$ cat config.mk
export PLATFORM = sky130hd
export DESIGN_NAME = pidc_seq
export DESIGN_NICKNAME = d
export VERILOG_FILES = /design/src/design/pidc_pkg.sv /design/src/design/pidc_seq.sv
export VERILOG_INCLUDE_DIRS = /design/src /design/src/design
export SDC_FILE = /design/constraint.sdc
export NUM_CORES = 1
export LEC_CHECK = 0
export BUFFER_PORTS_ARGS = -buffer_cell sky130_fd_sc_hd__buf_2
export CORE_AREA = 2 2 39 41
export DETAILED_ROUTE_END_ITERATION = 10
export DIE_AREA = 0 0 41 43
export GPL_ROUTABILITY_DRIVEN = 0
export HOLD_SLACK_MARGIN = 0.08
export PLACE_DENSITY = 0.86
export SLEW_MARGIN = 30
export SYNTH_ARGS = -nofsm -noshare
export SYNTH_HDL_FRONTEND = slang
export SYNTH_SLANG_ARGS = --single-unit
$ cat constraint.sdc
create_clock -name i_clk -period 5.5 [get_ports i_clk]
set_input_delay 0.825 -clock i_clk [delete_from_list [all_inputs] [get_ports i_clk]]
set_output_delay 0.825 -clock i_clk [all_outputs]
set_load 0.03 [all_outputs]
$ cat src/design/assert_macros.svh
// Assertion macros shared by the PID step RTL.
// Depends on nothing; included by the sequencer and the datapath.
`ifndef ASSERT_MACROS_SVH
`define ASSERT_MACROS_SVH

// Checks an expression at every clock edge outside reset.
`define ASSERT_ALWAYS(lbl, clk, rst_n, expr, msg) \
    lbl: assert property (@(posedge clk) disable iff (!rst_n) (expr)) else $error(msg);

// Checks that a condition at one edge implies a consequence at the next edge.
`define ASSERT_NEXT(lbl, clk, rst_n, ante, cons, msg) \
    lbl: assert property (@(posedge clk) disable iff (!rst_n) (ante) |=> (cons)) \
        else $error(msg);

`endif

$ cat src/design/pidc_pkg.sv
// Types, widths, microcode program and register indexes of the PID step block.
// Depends on nothing; used by every other file of the block but the assertion macros.
package pidc_pkg;

    localparam int GAIN_FRACTION_BITS = 12;
    localparam int GAIN_W  = 24;
    localparam int SAMPLE_W = 16;
    localparam int ERR_W   = SAMPLE_W + 1;
    localparam int DIFF_W  = ERR_W + 1;
    localparam int DT_W    = 16;
    localparam int DT_FRAC = 16;
    localparam int INT_W   = 48;
    localparam int DRIVE_W = 32;
    localparam int MUL_B_W = 32;
    localparam int PROD_W  = GAIN_W + MUL_B_W;
    localparam int ACC_W   = PROD_W + 2;
    localparam int MAG_W   = DIFF_W - 1;
    localparam int QUOT_W  = MAG_W + DT_FRAC;
    localparam int DIV_STEPS = QUOT_W;
    localparam int DIV_CNT_W = $clog2(DIV_STEPS);
    localparam int CFG_IDX_W = 2;

    localparam int PROG_LEN = 12;
    localparam int PC_W = $clog2(PROG_LEN);

    typedef logic [PC_W-1:0] t_pc;

    localparam t_pc PC_ZERO     = t_pc'(0);
    localparam t_pc PC_DIV_LOOP = t_pc'(6);
    localparam t_pc PC_DIV_FIN  = t_pc'(7);
    localparam t_pc PC_CLEAR    = t_pc'(11);

    typedef enum logic [CFG_IDX_W-1:0] {
        REG_KP = 2'd0,
        REG_KI = 2'd1,
        REG_KD = 2'd2
    } t_reg_idx;

    typedef enum logic [2:0] {
        UOP_NOP,
        UOP_ERR,
        UOP_DIVINIT,
        UOP_INTEG,
        UOP_DIVSTEP,
        UOP_DIVFIN,
        UOP_FINISH,
        UOP_CLEAR
    } t_uop;

    typedef enum logic [1:0] {A_DT, A_KP, A_KI, A_KD} t_asel;
    typedef enum logic [1:0] {B_ERR, B_IHI, B_ILO, B_DERIV} t_bsel;
    typedef enum logic [1:0] {ACC_HOLD, ACC_CLEAR, ACC_ADD, ACC_ADD_SHR} t_acc;
    typedef enum logic [2:0] {J_NEXT, J_IF_CLEAR, J_IF_DT_ZERO, J_IF_DIV_BUSY, J_END} t_jmp;

    typedef struct packed {
        t_uop  op;
        t_asel asel;
        t_bsel bsel;
        t_acc  acc;
        t_jmp  jmp;
        t_pc   target;
    } t_ucode;

    typedef struct packed {
        logic   fire;
        t_ucode uc;
    } t_ctrl;

    typedef struct packed {
        logic is_clear;
        logic dt_zero;
        logic div_last;
        logic out_blocked;
    } t_stat;

    typedef struct packed {
        logic                       operation;
        logic signed [SAMPLE_W-1:0] measurement;
        logic signed [SAMPLE_W-1:0] reference;
        logic [DT_W-1:0]            elapsed_time;
        logic                       integrate_enable;
    } t_item;

    // The multiplier result of one step is registered and consumed by the next step.
    localparam t_ucode PROGRAM [PROG_LEN] = '{
        '{UOP_ERR,     A_DT, B_ERR,   ACC_CLEAR,   J_IF_CLEAR,    PC_CLEAR},
        '{UOP_DIVINIT, A_DT, B_ERR,   ACC_HOLD,    J_NEXT,        PC_ZERO},
        '{UOP_INTEG,   A_KP, B_ERR,   ACC_HOLD,    J_NEXT,        PC_ZERO},
        '{UOP_NOP,     A_KI, B_IHI,   ACC_ADD,     J_NEXT,        PC_ZERO},
        '{UOP_NOP,     A_KI, B_ILO,   ACC_ADD,     J_NEXT,        PC_ZERO},
        '{UOP_NOP,     A_DT, B_ERR,   ACC_ADD_SHR, J_IF_DT_ZERO,  PC_DIV_FIN},
        '{UOP_DIVSTEP, A_DT, B_ERR,   ACC_HOLD,    J_IF_DIV_BUSY, PC_DIV_LOOP},
        '{UOP_DIVFIN,  A_DT, B_ERR,   ACC_HOLD,    J_NEXT,        PC_ZERO},
        '{UOP_NOP,     A_KD, B_DERIV, ACC_HOLD,    J_NEXT,        PC_ZERO},
        '{UOP_NOP,     A_DT, B_ERR,   ACC_ADD,     J_NEXT,        PC_ZERO},
        '{UOP_FINISH,  A_DT, B_ERR,   ACC_HOLD,    J_END,         PC_ZERO},
        '{UOP_CLEAR,   A_DT, B_ERR,   ACC_HOLD,    J_END,         PC_ZERO}
    };

endpackage

$ cat src/design/pidc_seq.sv
// Microcode sequencer: step counter, program table lookup and conditional jumps.
// Depends on pidc_pkg for the program and the control and status types.
`include "assert_macros.svh"

module pidc_seq import pidc_pkg::*; (
    input  logic  i_clk,
    input  logic  i_rst_n,
    input  logic  i_start,
    input  t_stat i_stat,
    output t_ctrl o_ctrl,
    output logic  o_busy
);

    t_pc    r_pc;
    t_pc    n_pc;
    logic   r_busy;
    logic   n_busy;
    t_ucode w_uc;
    logic   w_emit;
    logic   w_fire;
    t_pc    w_seq;

    always_comb begin
        w_uc   = PROGRAM[r_pc];
        w_emit = (w_uc.op == UOP_FINISH) || (w_uc.op == UOP_CLEAR);
        w_fire = r_busy && !(w_emit && i_stat.out_blocked);
        w_seq  = r_pc + 1'b1;
        n_pc   = r_pc;
        n_busy = r_busy;
        if (i_start) begin
            n_pc   = PC_ZERO;
            n_busy = 1'b1;
        end else if (w_fire) begin
            unique case (w_uc.jmp)
                J_NEXT:        n_pc = w_seq;
                J_IF_CLEAR:    n_pc = i_stat.is_clear ? w_uc.target : w_seq;
                J_IF_DT_ZERO:  n_pc = i_stat.dt_zero ? w_uc.target : w_seq;
                J_IF_DIV_BUSY: n_pc = i_stat.div_last ? w_seq : w_uc.target;
                J_END:         n_busy = 1'b0;
                default:       n_busy = 1'b0;
            endcase
        end
    end

    always_ff @(posedge i_clk) begin
        if (!i_rst_n) begin
            r_pc   <= PC_ZERO;
            r_busy <= 1'b0;
        end else begin
            r_pc   <= n_pc;
            r_busy <= n_busy;
        end
    end

    assign o_ctrl.fire = w_fire;
    assign o_ctrl.uc   = w_uc;
    assign o_busy      = r_busy;

    `ASSERT_ALWAYS(a_pc_in_program, i_clk, i_rst_n, !r_busy || (r_pc < t_pc'(PROG_LEN)), "step counter left the program")
    `ASSERT_NEXT(a_end_goes_idle, i_clk, i_rst_n, w_fire && (w_uc.jmp == J_END), !r_busy, "sequencer still busy after its last step")

endmodule

==> impl_metrics.py <==
metrics = {
    "run_status": {
        "run_status": "finished, final reports clean",
    },
    "placement": {
        "placement.io_buffers": 24,
        "dp_hpwl_um": 1180,
    },
    "floorplan": {
        "die_x_um": 41,
        "start_util": 0.431,
        "die-area_sq_um": 1760,
        "core_sq_um": 1380,
        "pin_count": 25,
        "row_count": 14,
        "fp.dieH_um": 43,
    },
    "clock_tree": {
        "clock_path_buffers": 2,
        "ctsResizeCount": 0,
        "post_cts_buffers": 0,
        "cts_made_buffers": 3,
        "cts_num_sinks": 5,
        "holdBufCountCts": 0,
        "root_buffer": "clkbuf_4",
        "clk_pin_slew_worst_paths_ns": 0.04,
        "cts_tree": "done",
        "clk_latency_ns": 0.24,
        "h-tree-depth": 1,
    },
    "power_and_ir_drop": {
        "leakage_uw": 0.000361,
        "power_uw": 147,
        "combPwrFrac": 0.431,
        "power_density_nw_per_um2": 204,
        "p_int_uw": 86.4,
        "ir_drop_mv": 0.164,
        "switching_share": 0.411,
        "switching_power_uw": 60.3,
        "pwr-share-clk": 0.283,
        "pwr-share-seq": 0.286,
    },
    "timing": {
        "clock_skew_ns": 0.00396,
        "finalSetupViolations": 0,
        "layout_min_cycle_time_ns": 2.56,
        "tns_ns": 0,
        "worst_pin_slew_ns": 0.541,
        "max_freq_ghz": 0.391,
        "rsz0062_at_grt": "no",
        "relSlewSlack": 0.639,
        "hold_viol": 0,
        "fin_crit_sh": 0.465,
        "drv_slew": 0,
    },
    "route": {
        "wirelength_um": 1440,
        "detail_route.wl_per_cell_um": 12.3,
        "drt-pass1-iter-count": 4,
        "drt_iter0_drc": 27,
        "viasPerCell": 5.58,
        "top_layer": "met3",
        "met3_length_um": 121,
        "num_vias": 653,
        "drt.antenna.violating_nets": 0,
        "wl_met1_um": 623,
        "drc": 0,
        "routed-wl-met2_um": 698,
    },
    "logic_synthesis": {
        "syn_area_per_cell_sq_um": 7.55,
        "yosys_warnings": 0,
        "synth_top_area_frac": 0.168,
        "syn_area_sq_um": 597,
        "synth_flop_cell": "dfxtp_1",
        "seq_area_frac_synth": 0.168,
        "synth.largest_area_cell": "dfxtp_1",
        "synth_nets": 92,
        "async_flop_share": 0,
        "synth_enable_flop_cells": 0,
        "ys_ff_latch": 5,
        "ys_types": 33,
        "synth.top_cells.by_area": "dfxtp_1 17%, ha_1 13%, nand2_1 6.3%, buf_4 5.0%, nor2_1 4.4%",
        "synth_cells": 79,
    },
    "layout": {
        "syn2layout_area_growth_pct": 20.3,
        "layout-drive-gt1-share": 0.337,
        "num_antenna_cells": 0,
        "nNetsFinal": 115,
    },
    "global_routing": {
        "grt_pass1_vias": 500,
        "antenna_found_initial": 0,
        "overflow": 0,
        "track_usage": 0.173,
        "grt_pass1_wl_um": 2060,
        "grt_max_degree": 17,
    },
    "critical_path": {
        "crit_arrival_ns": 1.73,
        "worstSetupEndpointType": "primary output",
        "crit_chain": "inv_1 > ha_1 > nand2_1 > a21oi_1 > buf_2",
        "cp.required_ns": 4.68,
        "start_kind": "register",
        "cpPeakStageDelay_ns": 0.44,
        "crit_fanout": 8,
        "crit_type": "register to primary output",
        "slowest_stage": "dfxtp_1",
    },
    "flow_run": {
        "drv_cap": 0,
    },
    "worst_hold_path": {
        "hold_class": "register to register",
    },
}
==> critical path: cells and delay by family (launching register included) <==
kind / cells / cell delay, ns
fa+ha+maj: 1 / 0.40
flops: 1 / 0.44
compound gates: 1 / 0.19
buf+inv: 2 / 0.39
simple gates: 1 / 0.08
==> cells by family (layout without fill, tap and decap cells) <==
family	after synthesis	after routing	share of synthesized area
and+or+nand+nor	29	29	0.254
AOI/OAI and AO/OA	22	22	0.249
buffers and inverters	12	34	0.113
adders and majority gates	6	6	0.126
DFF	5	5	0.168
muxes	4	4	0.0755
xor gates and xnor gates	1	1	0.0147
==> power groups by stage <==
stage                     registers [uW]  logic [uW]  clock network [uW]
final                               42.0        63.2                41.6
after global routing                42.3        67.9                45.2
after CTS                           41.9        63.1                42.7
after detailed placement            42.6        62.8                   0
after global placement              42.3        62.1                   0
after floorplan                     41.5        49.8                   0
==> final timing paths <==
path,start,endpoint,slack [ns],cells after the start
worst max-delay path,r_pc[1],o_ctrl[1],2.94,5
worst min-delay path,o_busy,r_pc[1],0.55,2
worst max register to register,r_pc[1],r_pc[0],3.41,6
worst min register to register,o_busy,r_pc[1],0.55,2
==> synth_stat cells (all sizes together), types with 2 or more instances <==
cell	count
and3b	2
o211ai	3
buf	5
a31oi	2
nor2	7
o21ai	4
mux2i	3
ha	6
dfxtp	5
or4	2
inv	6
a21oi	5
nor2b	2
nand2	10
a21o	2
==> cell usage in the layout, fill, tap and decap left out <==
master	n
a211oi_2	1
a21bo_2	1
a21o_1	2
a21oi_1	5
a22o_1	1
a31oi_1	2
and2_1	1
and3b_1	1
and3b_4	1
buf_2	24
clkbuf_1	1
clkbuf_4	3
dfxtp_1	5
ha_1	6
inv_1	6
mux2_2	1
mux2i_1	2
mux2i_2	1
nand2_1	10
nand2b_1	1
nand3_1	1
nand3b_1	1
nor2_1	7
nor2b_1	2
o2111ai_1	1
o211ai_1	3
o21a_1	1
o21ai_0	4
o22ai_1	1
or2_2	1
or3_2	1
or4_1	2
xor2_1	1
==> final cells by class <==
class,instances,area (sq um)
multi-input combinational,62,429
sequential,5,100
inverter,6,22.5
fill,136,666
clock buffer,4,26.3
timing repair buffer,24,120
tap,16,20.0
==> through the flow <==
step                hold slack (ns)  setup WS, ns  area, sq um  instances   util
global placement              0.521          3.29          692        113  0.500
CTS                           0.541          2.94          718        117  0.519
finish                        0.548          2.94          718        117  0.519
global route                  0.581          2.84          718        117  0.519
floorplan                     0.493          3.08          597         79      -
detailed placement            0.535          3.20          692        113  0.500
==> state kept, by name (all words and copies together) (netlist names) <==
name and count:
r_pc 4, o_busy 1
==> layer usage <==
metal | up-vias | global-route usage
met3 | 0 | 0.0785
li1 | 319 | -
met2 | 31 | 0.266
met1 | 303 | 0.222
met5 | - | 0
met4 | 0 | 0.0200
Power figures use the tool's default switching activity.
