[config.mk]
export PLATFORM = sky130hd
export DESIGN_NAME = pidc_dp
export DESIGN_NICKNAME = d
export VERILOG_FILES = /design/src/design/pidc_pkg.sv /design/src/design/pidc_div.sv /design/src/design/pidc_dp.sv
export VERILOG_INCLUDE_DIRS = /design/src /design/src/design
export SDC_FILE = /design/constraint.sdc
export NUM_CORES = 2
export LEC_CHECK = 0
export ABC_AREA = 1
export CORE_MARGIN = 4
export CORE_UTILIZATION = 61
export CTS_CLUSTER_DIAMETER = 30
export DETAILED_ROUTE_END_ITERATION = 10
export DONT_BUFFER_PORTS = 1
export PLACE_DENSITY = 0.8
export SYNTH_ARGS = -nofsm -noshare
export SYNTH_HDL_FRONTEND = slang
export SYNTH_HIERARCHICAL = 1
export SYNTH_SLANG_ARGS = --single-unit
[constraint.sdc]
create_clock -name i_clk -period 10 [get_ports i_clk]
set_input_delay 2.5 -clock i_clk [delete_from_list [all_inputs] [get_ports i_clk]]
set_output_delay 2.5 -clock i_clk [all_outputs]
set_load 0.02 [all_outputs]
[src/design/assert_macros.svh]
// Assertion macros shared by the PID step RTL.
// Depends on nothing; included by the sequencer and the datapath.
`ifndef ASSERT_MACROS_SVH
`define ASSERT_MACROS_SVH

// Checks an expression at every clock edge outside reset.
`define ASSERT_ALWAYS(lbl, clk, rst_n, expr, msg) \
    lbl: assert property (@(posedge clk) disable iff (!rst_n) (expr)) else $error(msg);

// Checks that a condition at one edge implies a consequence at the next edge.
`define ASSERT_NEXT(lbl, clk, rst_n, ante, cons, msg) \
    lbl: assert property (@(posedge clk) disable iff (!rst_n) (ante) |=> (cons)) \
        else $error(msg);

`endif

[src/design/pidc_pkg.sv]
// Types, widths, microcode program and register indexes of the PID step block.
// Depends on nothing; used by every other file of the block but the assertion macros.
package pidc_pkg;

    localparam int GAIN_FRACTION_BITS = 12;
    localparam int GAIN_W  = 24;
    localparam int SAMPLE_W = 16;
    localparam int ERR_W   = SAMPLE_W + 1;
    localparam int DIFF_W  = ERR_W + 1;
    localparam int DT_W    = 16;
    localparam int DT_FRAC = 16;
    localparam int INT_W   = 48;
    localparam int DRIVE_W = 32;
    localparam int MUL_B_W = 32;
    localparam int PROD_W  = GAIN_W + MUL_B_W;
    localparam int ACC_W   = PROD_W + 2;
    localparam int MAG_W   = DIFF_W - 1;
    localparam int QUOT_W  = MAG_W + DT_FRAC;
    localparam int DIV_STEPS = QUOT_W;
    localparam int DIV_CNT_W = $clog2(DIV_STEPS);
    localparam int CFG_IDX_W = 2;

    localparam int PROG_LEN = 12;
    localparam int PC_W = $clog2(PROG_LEN);

    typedef logic [PC_W-1:0] t_pc;

    localparam t_pc PC_ZERO     = t_pc'(0);
    localparam t_pc PC_DIV_LOOP = t_pc'(6);
    localparam t_pc PC_DIV_FIN  = t_pc'(7);
    localparam t_pc PC_CLEAR    = t_pc'(11);

    typedef enum logic [CFG_IDX_W-1:0] {
        REG_KP = 2'd0,
        REG_KI = 2'd1,
        REG_KD = 2'd2
    } t_reg_idx;

    typedef enum logic [2:0] {
        UOP_NOP,
        UOP_ERR,
        UOP_DIVINIT,
        UOP_INTEG,
        UOP_DIVSTEP,
        UOP_DIVFIN,
        UOP_FINISH,
        UOP_CLEAR
    } t_uop;

    typedef enum logic [1:0] {A_DT, A_KP, A_KI, A_KD} t_asel;
    typedef enum logic [1:0] {B_ERR, B_IHI, B_ILO, B_DERIV} t_bsel;
    typedef enum logic [1:0] {ACC_HOLD, ACC_CLEAR, ACC_ADD, ACC_ADD_SHR} t_acc;
    typedef enum logic [2:0] {J_NEXT, J_IF_CLEAR, J_IF_DT_ZERO, J_IF_DIV_BUSY, J_END} t_jmp;

    typedef struct packed {
        t_uop  op;
        t_asel asel;
        t_bsel bsel;
        t_acc  acc;
        t_jmp  jmp;
        t_pc   target;
    } t_ucode;

    typedef struct packed {
        logic   fire;
        t_ucode uc;
    } t_ctrl;

    typedef struct packed {
        logic is_clear;
        logic dt_zero;
        logic div_last;
        logic out_blocked;
    } t_stat;

    typedef struct packed {
        logic                       operation;
        logic signed [SAMPLE_W-1:0] measurement;
        logic signed [SAMPLE_W-1:0] reference;
        logic [DT_W-1:0]            elapsed_time;
        logic                       integrate_enable;
    } t_item;

    // The multiplier result of one step is registered and consumed by the next step.
    localparam t_ucode PROGRAM [PROG_LEN] = '{
        '{UOP_ERR,     A_DT, B_ERR,   ACC_CLEAR,   J_IF_CLEAR,    PC_CLEAR},
        '{UOP_DIVINIT, A_DT, B_ERR,   ACC_HOLD,    J_NEXT,        PC_ZERO},
        '{UOP_INTEG,   A_KP, B_ERR,   ACC_HOLD,    J_NEXT,        PC_ZERO},
        '{UOP_NOP,     A_KI, B_IHI,   ACC_ADD,     J_NEXT,        PC_ZERO},
        '{UOP_NOP,     A_KI, B_ILO,   ACC_ADD,     J_NEXT,        PC_ZERO},
        '{UOP_NOP,     A_DT, B_ERR,   ACC_ADD_SHR, J_IF_DT_ZERO,  PC_DIV_FIN},
        '{UOP_DIVSTEP, A_DT, B_ERR,   ACC_HOLD,    J_IF_DIV_BUSY, PC_DIV_LOOP},
        '{UOP_DIVFIN,  A_DT, B_ERR,   ACC_HOLD,    J_NEXT,        PC_ZERO},
        '{UOP_NOP,     A_KD, B_DERIV, ACC_HOLD,    J_NEXT,        PC_ZERO},
        '{UOP_NOP,     A_DT, B_ERR,   ACC_ADD,     J_NEXT,        PC_ZERO},
        '{UOP_FINISH,  A_DT, B_ERR,   ACC_HOLD,    J_END,         PC_ZERO},
        '{UOP_CLEAR,   A_DT, B_ERR,   ACC_HOLD,    J_END,         PC_ZERO}
    };

endpackage

[src/design/pidc_div.sv]
// Radix-2 restoring divider, one quotient bit per step, for the derivative.
// Depends on pidc_pkg for widths.
module pidc_div import pidc_pkg::*; (
    input  logic              i_clk,
    input  logic              i_rst_n,
    input  logic              i_init,
    input  logic              i_step,
    input  logic [MAG_W-1:0]  i_dividend_mag,
    input  logic [DT_W-1:0]   i_divisor,
    output logic [QUOT_W-1:0] o_quot,
    output logic              o_last
);

    logic [DIV_CNT_W-1:0] r_cnt;
    logic [DIV_CNT_W-1:0] n_cnt;
    logic [QUOT_W-1:0]    r_nq;
    logic [QUOT_W-1:0]    n_nq;
    logic [DT_W-1:0]      r_rem;
    logic [DT_W-1:0]      n_rem;
    logic [DT_W:0]        w_trial;
    logic [DT_W:0]        w_diff;

    always_comb begin
        w_trial = {r_rem, r_nq[QUOT_W-1]};
        w_diff  = w_trial - {1'b0, i_divisor};
        n_cnt = r_cnt;
        n_nq  = r_nq;
        n_rem = r_rem;
        if (i_init) begin
            n_cnt = DIV_CNT_W'(DIV_STEPS - 1);
            n_nq  = {i_dividend_mag, {DT_FRAC{1'b0}}};
            n_rem = '0;
        end else if (i_step) begin
            if (r_cnt != '0) begin
                n_cnt = r_cnt - 1'b1;
            end
            if (w_trial >= {1'b0, i_divisor}) begin
                n_rem = w_diff[DT_W-1:0];
                n_nq  = {r_nq[QUOT_W-2:0], 1'b1};
            end else begin
                n_rem = w_trial[DT_W-1:0];
                n_nq  = {r_nq[QUOT_W-2:0], 1'b0};
            end
        end
    end

    always_ff @(posedge i_clk) begin
        if (!i_rst_n) begin
            r_cnt <= '0;
        end else begin
            r_cnt <= n_cnt;
        end
    end

    always_ff @(posedge i_clk) begin
        r_nq  <= n_nq;
        r_rem <= n_rem;
    end

    assign o_quot = r_nq;
    assign o_last = (r_cnt == '0);

endmodule

[src/design/pidc_dp.sv]
// Datapath of the PID step: gains, stored error and integral, shared multiplier,
// accumulator, divider and result register. Depends on pidc_pkg and pidc_div.
`include "assert_macros.svh"

module pidc_dp import pidc_pkg::*; (
    input  logic                      i_clk,
    input  logic                      i_rst_n,
    input  logic                      i_start,
    input  t_item                     i_item,
    input  t_ctrl                     i_ctrl,
    output t_stat                     o_stat,
    input  logic                      i_cfg_we,
    input  logic [CFG_IDX_W-1:0]      i_cfg_idx,
    input  logic [GAIN_W-1:0]         i_cfg_data,
    input  logic                      i_out_ready,
    output logic                      o_out_valid,
    output logic signed [DRIVE_W-1:0] o_drive,
    output logic                      o_sat
);

    logic                       r_op;
    logic signed [SAMPLE_W-1:0] r_meas;
    logic signed [SAMPLE_W-1:0] r_ref;
    logic [DT_W-1:0]            r_dt;
    logic                       r_ien;
    logic signed [GAIN_W-1:0]   r_kp;
    logic signed [GAIN_W-1:0]   r_ki;
    logic signed [GAIN_W-1:0]   r_kd;
    logic signed [ERR_W-1:0]    r_err;
    logic signed [DIFF_W-1:0]   r_diff;
    logic signed [ERR_W-1:0]    r_prev;
    logic signed [INT_W-1:0]    r_int;
    logic signed [PROD_W-1:0]   r_prod;
    logic signed [ACC_W-1:0]    r_acc;
    logic signed [DRIVE_W-1:0]  r_deriv;
    logic                       r_clip;
    logic                       r_out_valid;
    logic signed [DRIVE_W-1:0]  r_drive;
    logic                       r_sat;

    logic signed [ERR_W-1:0]    w_err;
    logic signed [DIFF_W-1:0]   w_diff;
    logic signed [GAIN_W-1:0]   w_a;
    logic signed [MUL_B_W-1:0]  w_b;
    logic signed [PROD_W-1:0]   w_prod;
    logic signed [INT_W:0]      w_isum;
    logic signed [INT_W-1:0]    w_int_sat;
    logic [MAG_W-1:0]           w_mag;
    logic [QUOT_W-1:0]          w_quot;
    logic                       w_div_last;
    logic signed [QUOT_W:0]     w_qs;
    logic                       w_q_ovf;
    logic signed [DRIVE_W-1:0]  w_q_sat;
    logic signed [ACC_W-1:0]    w_sh;
    logic                       w_d_ovf;
    logic signed [DRIVE_W-1:0]  w_d_sat;
    logic                       w_div_init;
    logic                       w_div_step;
    logic                       w_emit;

    always_comb begin
        w_err  = {r_ref[SAMPLE_W-1], r_ref} - {r_meas[SAMPLE_W-1], r_meas};
        w_diff = {w_err[ERR_W-1], w_err} - {r_prev[ERR_W-1], r_prev};

        unique case (i_ctrl.uc.asel)
            A_DT:    w_a = {{(GAIN_W-DT_W){1'b0}}, r_dt};
            A_KP:    w_a = r_kp;
            A_KI:    w_a = r_ki;
            A_KD:    w_a = r_kd;
            default: w_a = r_kp;
        endcase
        unique case (i_ctrl.uc.bsel)
            B_ERR:   w_b = MUL_B_W'(r_err);
            B_IHI:   w_b = r_int[INT_W-1:DT_FRAC];
            B_ILO:   w_b = {{(MUL_B_W-DT_FRAC){1'b0}}, r_int[DT_FRAC-1:0]};
            B_DERIV: w_b = r_deriv;
            default: w_b = MUL_B_W'(r_err);
        endcase
        w_prod = w_a * w_b;

        w_isum = (INT_W+1)'(r_int) + (INT_W+1)'(r_prod);
        if (w_isum[INT_W] != w_isum[INT_W-1]) begin
            w_int_sat = {w_isum[INT_W], {(INT_W-1){~w_isum[INT_W]}}};
        end else begin
            w_int_sat = w_isum[INT_W-1:0];
        end

        w_mag = r_diff[DIFF_W-1] ? MAG_W'(-r_diff) : r_diff[MAG_W-1:0];

        w_qs    = r_diff[DIFF_W-1] ? -$signed({1'b0, w_quot}) : $signed({1'b0, w_quot});
        w_q_ovf = !((&w_qs[QUOT_W:DRIVE_W-1]) || !(|w_qs[QUOT_W:DRIVE_W-1]));
        w_q_sat = {w_qs[QUOT_W], {(DRIVE_W-1){~w_qs[QUOT_W]}}};

        w_sh    = r_acc >>> GAIN_FRACTION_BITS;
        w_d_ovf = !((&w_sh[ACC_W-1:DRIVE_W-1]) || !(|w_sh[ACC_W-1:DRIVE_W-1]));
        w_d_sat = {w_sh[ACC_W-1], {(DRIVE_W-1){~w_sh[ACC_W-1]}}};

        w_div_init = i_ctrl.fire && (i_ctrl.uc.op == UOP_DIVINIT);
        w_div_step = i_ctrl.fire && (i_ctrl.uc.op == UOP_DIVSTEP);
        w_emit = i_ctrl.fire && ((i_ctrl.uc.op == UOP_FINISH) || (i_ctrl.uc.op == UOP_CLEAR));
    end

    pidc_div u_div (
        .i_clk          (i_clk),
        .i_rst_n        (i_rst_n),
        .i_init         (w_div_init),
        .i_step         (w_div_step),
        .i_dividend_mag (w_mag),
        .i_divisor      (r_dt),
        .o_quot         (w_quot),
        .o_last         (w_div_last)
    );

    always_ff @(posedge i_clk) begin
        if (!i_rst_n) begin
            r_kp        <= '0;
            r_ki        <= '0;
            r_kd        <= '0;
            r_prev      <= '0;
            r_int       <= '0;
            r_out_valid <= 1'b0;
        end else begin
            if (i_cfg_we) begin
                unique case (i_cfg_idx)
                    REG_KP:  r_kp <= i_cfg_data;
                    REG_KI:  r_ki <= i_cfg_data;
                    REG_KD:  r_kd <= i_cfg_data;
                    default: ;
                endcase
            end
            if (i_ctrl.fire) begin
                unique case (i_ctrl.uc.op)
                    UOP_ERR:   r_prev <= w_err;
                    UOP_INTEG: begin
                        if (r_ien) begin
                            r_int <= w_int_sat;
                        end
                    end
                    UOP_CLEAR: begin
                        r_prev <= '0;
                        r_int  <= '0;
                    end
                    default: ;
                endcase
            end
            if (w_emit) begin
                r_out_valid <= 1'b1;
            end else if (i_out_ready) begin
                r_out_valid <= 1'b0;
            end
        end
    end

    always_ff @(posedge i_clk) begin
        if (i_start) begin
            r_op   <= i_item.operation;
            r_meas <= i_item.measurement;
            r_ref  <= i_item.reference;
            r_dt   <= i_item.elapsed_time;
            r_ien  <= i_item.integrate_enable;
        end
        if (i_ctrl.fire) begin
            r_prod <= w_prod;
            unique case (i_ctrl.uc.acc)
                ACC_HOLD:    r_acc <= r_acc;
                ACC_CLEAR:   r_acc <= '0;
                ACC_ADD:     r_acc <= r_acc + ACC_W'(r_prod);
                ACC_ADD_SHR: r_acc <= r_acc + ACC_W'(r_prod >>> DT_FRAC);
                default:     r_acc <= r_acc;
            endcase
            unique case (i_ctrl.uc.op)
                UOP_ERR: begin
                    r_err  <= w_err;
                    r_diff <= w_diff;
                end
                UOP_DIVFIN: begin
                    if (r_dt == '0) begin
                        r_deriv <= '0;
                        r_clip  <= 1'b0;
                    end else begin
                        r_deriv <= w_q_ovf ? w_q_sat : w_qs[DRIVE_W-1:0];
                        r_clip  <= w_q_ovf;
                    end
                end
                UOP_FINISH: begin
                    r_drive <= w_d_ovf ? w_d_sat : w_sh[DRIVE_W-1:0];
                    r_sat   <= r_clip | w_d_ovf;
                end
                UOP_CLEAR: begin
                    r_drive <= '0;
                    r_sat   <= 1'b0;
                end
                default: ;
            endcase
        end
    end

    assign o_stat.is_clear    = r_op;
    assign o_stat.dt_zero     = (r_dt == '0);
    assign o_stat.div_last    = w_div_last;
    assign o_stat.out_blocked = r_out_valid && !i_out_ready;
    assign o_out_valid        = r_out_valid;
    assign o_drive            = r_drive;
    assign o_sat              = r_sat;

    `ASSERT_ALWAYS(a_no_result_overwrite, i_clk, i_rst_n, !(w_emit && r_out_valid && !i_out_ready), "result written over one not yet taken")
    `ASSERT_NEXT(a_integral_holds, i_clk, i_rst_n, !i_ctrl.fire, $stable(r_int), "integral changed outside a program step")

endmodule

==> run_results.csv <==
group,metric,value,unit
floorplanning,die_area,99000,um^2
worst_hold_path,hold_end,"r_kd[1]",
detailed_routing,vias_per_cell,5.684,
synthesis,synth_top_area_share,0.2750,
synthesis,synth.cell_area,57360,um^2
detailed_routing,drtIter0Drc,4955,
status,status,"completed",
worst_hold_path,hp-class,"reg2reg",
floorplanning,io_pins,136,
synthesis,ys_ff_latch,458,
synthesis,synthTopCellsByArea,"fa_1 28%, edfxtp_1 15%, nand2_1 9.8%",
worst_hold_path,holdPathStages,2,
pwr,leakagePower,31.87,nW
setup_path,path_max_fanout,10,
global_route,grt_max_degree,77,
global_route,antenna_found_initial,3,
synthesis,synth_common_cells,"1497 x nand2_1, 1447 x inv_1, 841 x nor2_1",
setup_path,endpoint_kind,"flip-flop",
pwr,switching_share,0.4859,
synthesis,synth-edff-count,282,
timing,rsz0062_at_grt,"false",
cts,clkLatencyLatePin,0.71,ns
place,placed_area,61750,um^2
layout,nFillCells,7520,
timing,tightest_slew,1.086,ns
floorplanning,die_w,314.6,um
global_route,gr-total-overflow,0,
setup_path,startpoint_type,"input pin",
pwr,clock_power_share,0.135,
timing,setup_violations,0,
setup_path,worstSetupPathType,"in2reg",
detailed_routing,vias,50890,
synthesis,yosysMostFrequentCell,"nand2_1",
pwr,power.density,428.2,nW/um^2
layout,drive_gt1_frac,0.1137,
detailed_routing,first_pass_iters,6,
timing,fmax,106.3,MHz
timing,hold_viol_final,0,
pwr,irDropWorstVdd,0.0004631,V
place,hpwl,153700,um
detailed_routing,final_antenna_net_count,0,
detailed_routing,routed_wl,190200,um
timing,skew,0.04385,ns
timing,final.min_clock_period,9.407,ns
pwr,power_frac_seq,0.116,
place,port_buffers,0,
synthesis,synth_warnings,6,
detailed_routing,wire_per_inst,21.24,um
setup_path,crit_arrival,9.82,ns
cts,post-cts-setup-buffer-count,0,
timing,slew_headroom,0.2740,
cts,clockBufferDepth,3,
pwr,pwr-share-comb,0.749,
floorplanning,start_util,0.6146,
detailed_routing,drc,0,
floorplanning,rows,112,
setup_path,r2r-end,"r_prod[41]",
setup_path,rr_worst_depth,32,
cts,post_cts_resized,0,
setup_path,worstPathRequired,10.41,ns
worst_hold_path,hold_path.startpoint,"r_kd[1]",
global_route,grt_usage,0.3878,
floorplanning,chipHeight,314.6,um
setup_path,reg2reg_from,"r_int[47]",
global_route,grt_pass1_vias,52210,
cts,cts_tree,"built",
synthesis,ys_seq_area_frac,0.2091,
cts,htreeDepth,3,
synthesis,synthCells,7292,
synthesis,synth_area_per_cell,7.866,um^2
layout,areaGrowthSynthToFinish,14.62,%
layout,layout.nets,8798,
flow_run,drv_cap,0,
synthesis,ys.flop_type,"edfxtp_1",
synthesis,yosys.area.top_type,"fa_1",
global_route,grt_pass1_wl,293000,um
timing,report.final.slew_viol_count,0,
cts,cts.reportedPaths.clkPinSlew,0.05,ns
layout,fin_area,65740,um^2
floorplanning,fp.coreArea,93330,um^2
cts,cts_buffers,110,
cts,numClockSinks,458,
synthesis,synth_cell_type_count,60,
cts,cts_root_buf,"clkbuf_16",
setup_path,rrSetupSlack,1.97,ns
timing,final.period_utilization,0.9407,
timing,final.setup.tns,0,ns
pwr,p_int,14.47,mW
cts,cts_hold_buf,0,
synthesis,ys_async_sr_fraction,0,
place,globalplace.congestion,1.059,
pwr,p_sw,13.68,mW
synthesis,synth_nets,8486,
[power by group through the flow]
stage	clock network (mW)	logic (mW)	registers, mW
global route	3.92	23.3	3.26
detailed placement	0	20.6	3.29
floorplan	0	11.7	3.04
CTS	3.83	20.7	3.26
finish	3.79	21.1	3.27
global placement	0	20.3	3.29
[worst max-delay path, cell delays in order]
cell and delay (ns):
inv_2 0.10, buf_4 0.19, a21oi_1 0.08, a211oi_2 0.77
inv_1 0.32, buf_4 0.26, nor2_1 0.13, fa_1 0.46
fa_1 0.58, fa_1 0.45, fa_1 0.60, fa_1 0.45
fa_1 0.52, inv_1 0.06, fa_1 0.55, inv_1 0.07
ha_1 0.31, a21o_1 0.21, a21oi_1 0.26, buf_4 0.16
o21ai_0 0.11, buf_4 0.17, a21oi_1 0.17, o211ai_1 0.15
xor2_1 0.18
[final cells by class]
class / instances / area, um^2 / share of cell area
tap: 1254 / 1569 / 0.02387
multi-input combinational: 5100 / 38840 / 0.5908
antenna: 1 / 2.502 / 0.00003806
sequential: 458 / 11990 / 0.1824
inverter: 1494 / 5608 / 0.08530
clock buffer: 125 / 2924 / 0.04448
timing repair buffer: 440 / 3741 / 0.05690
clock inverter: 82 / 1064 / 0.01618
[layout by cell type (no fill, tap or decap), drive strengths merged, types with 125 or more instances in the layout]
cell | netlist | final
a21oi | 473 | 473
nor2 | 863 | 863
nand2 | 1553 | 1553
ha | 308 | 308
fa | 788 | 788
nand3 | 221 | 221
clkbuf | 184 | 125
edfxtp | 282 | 282
buf | 56 | 440
dfxtp | 176 | 176
inv | 1482 | 1496
o21ai | 313 | 313
[routing by layer]
metal | global-route usage | part of all wire | up-vias
met1 | 0.4836 | 0.37 | 24310
met2 | 0.6087 | 0.45 | 2688
li1 | - | - | 23280
met4 | 0.2237 | 0.071 | 6
met5 | 0 | 0.00028 | -
met3 | 0.1076 | 0.11 | 617
[worst max-delay path by stage]
stage,from,end
after detailed placement,i_ctrl[12],r_prod[55]
final,i_ctrl[10],r_prod[46]
after global placement,i_ctrl[10],r_prod[50]
after global routing,i_ctrl[12],r_prod[55]
after CTS,i_ctrl[12],r_prod[31]
after floorplan,i_ctrl[9],r_prod[54]
[logic make-up (layout without fill, tap and decap cells)]
logic type / Yosys count / in the layout / share of synthesized area
simple gates: 2802 / 2802 / 0.2018
flops: 458 / 458 / 0.2091
fa+ha+maj: 1096 / 1096 / 0.3422
compound gates: 1032 / 1032 / 0.1043
xor+xnor: 170 / 170 / 0.02596
buf+inv: 1734 / 2141 / 0.1167
other cells: 0 / 1 / 0
[state kept, by name, summed over array words and instances (netlist names), 24 cells and up]
signal	count
o_drive	32
r_prod	56
r_kd	24
r_acc	58
r_int	48
r_deriv	32
r_ki	24
r_kp	24
u_div/o_quot	33
[per-stage QoR]
step | hold WS [ns] | setup slack [ns] | util | cells | power [mW]
after floorplan | 0.4235 | 0.2955 | - | 7292 | 14.76
after global placement | 0.4310 | 0.09797 | 0.6617 | 8746 | 23.54
after detailed placement | 0.4364 | 0.05781 | 0.6617 | 8746 | 23.94
after CTS | 0.4461 | 0.7388 | 0.7044 | 8953 | 27.84
after global routing | 0.4661 | 0.2357 | 0.7044 | 8953 | 30.48
final | 0.4451 | 0.5934 | 0.7044 | 8954 | 28.15
(Power assumes the default switching activity.)
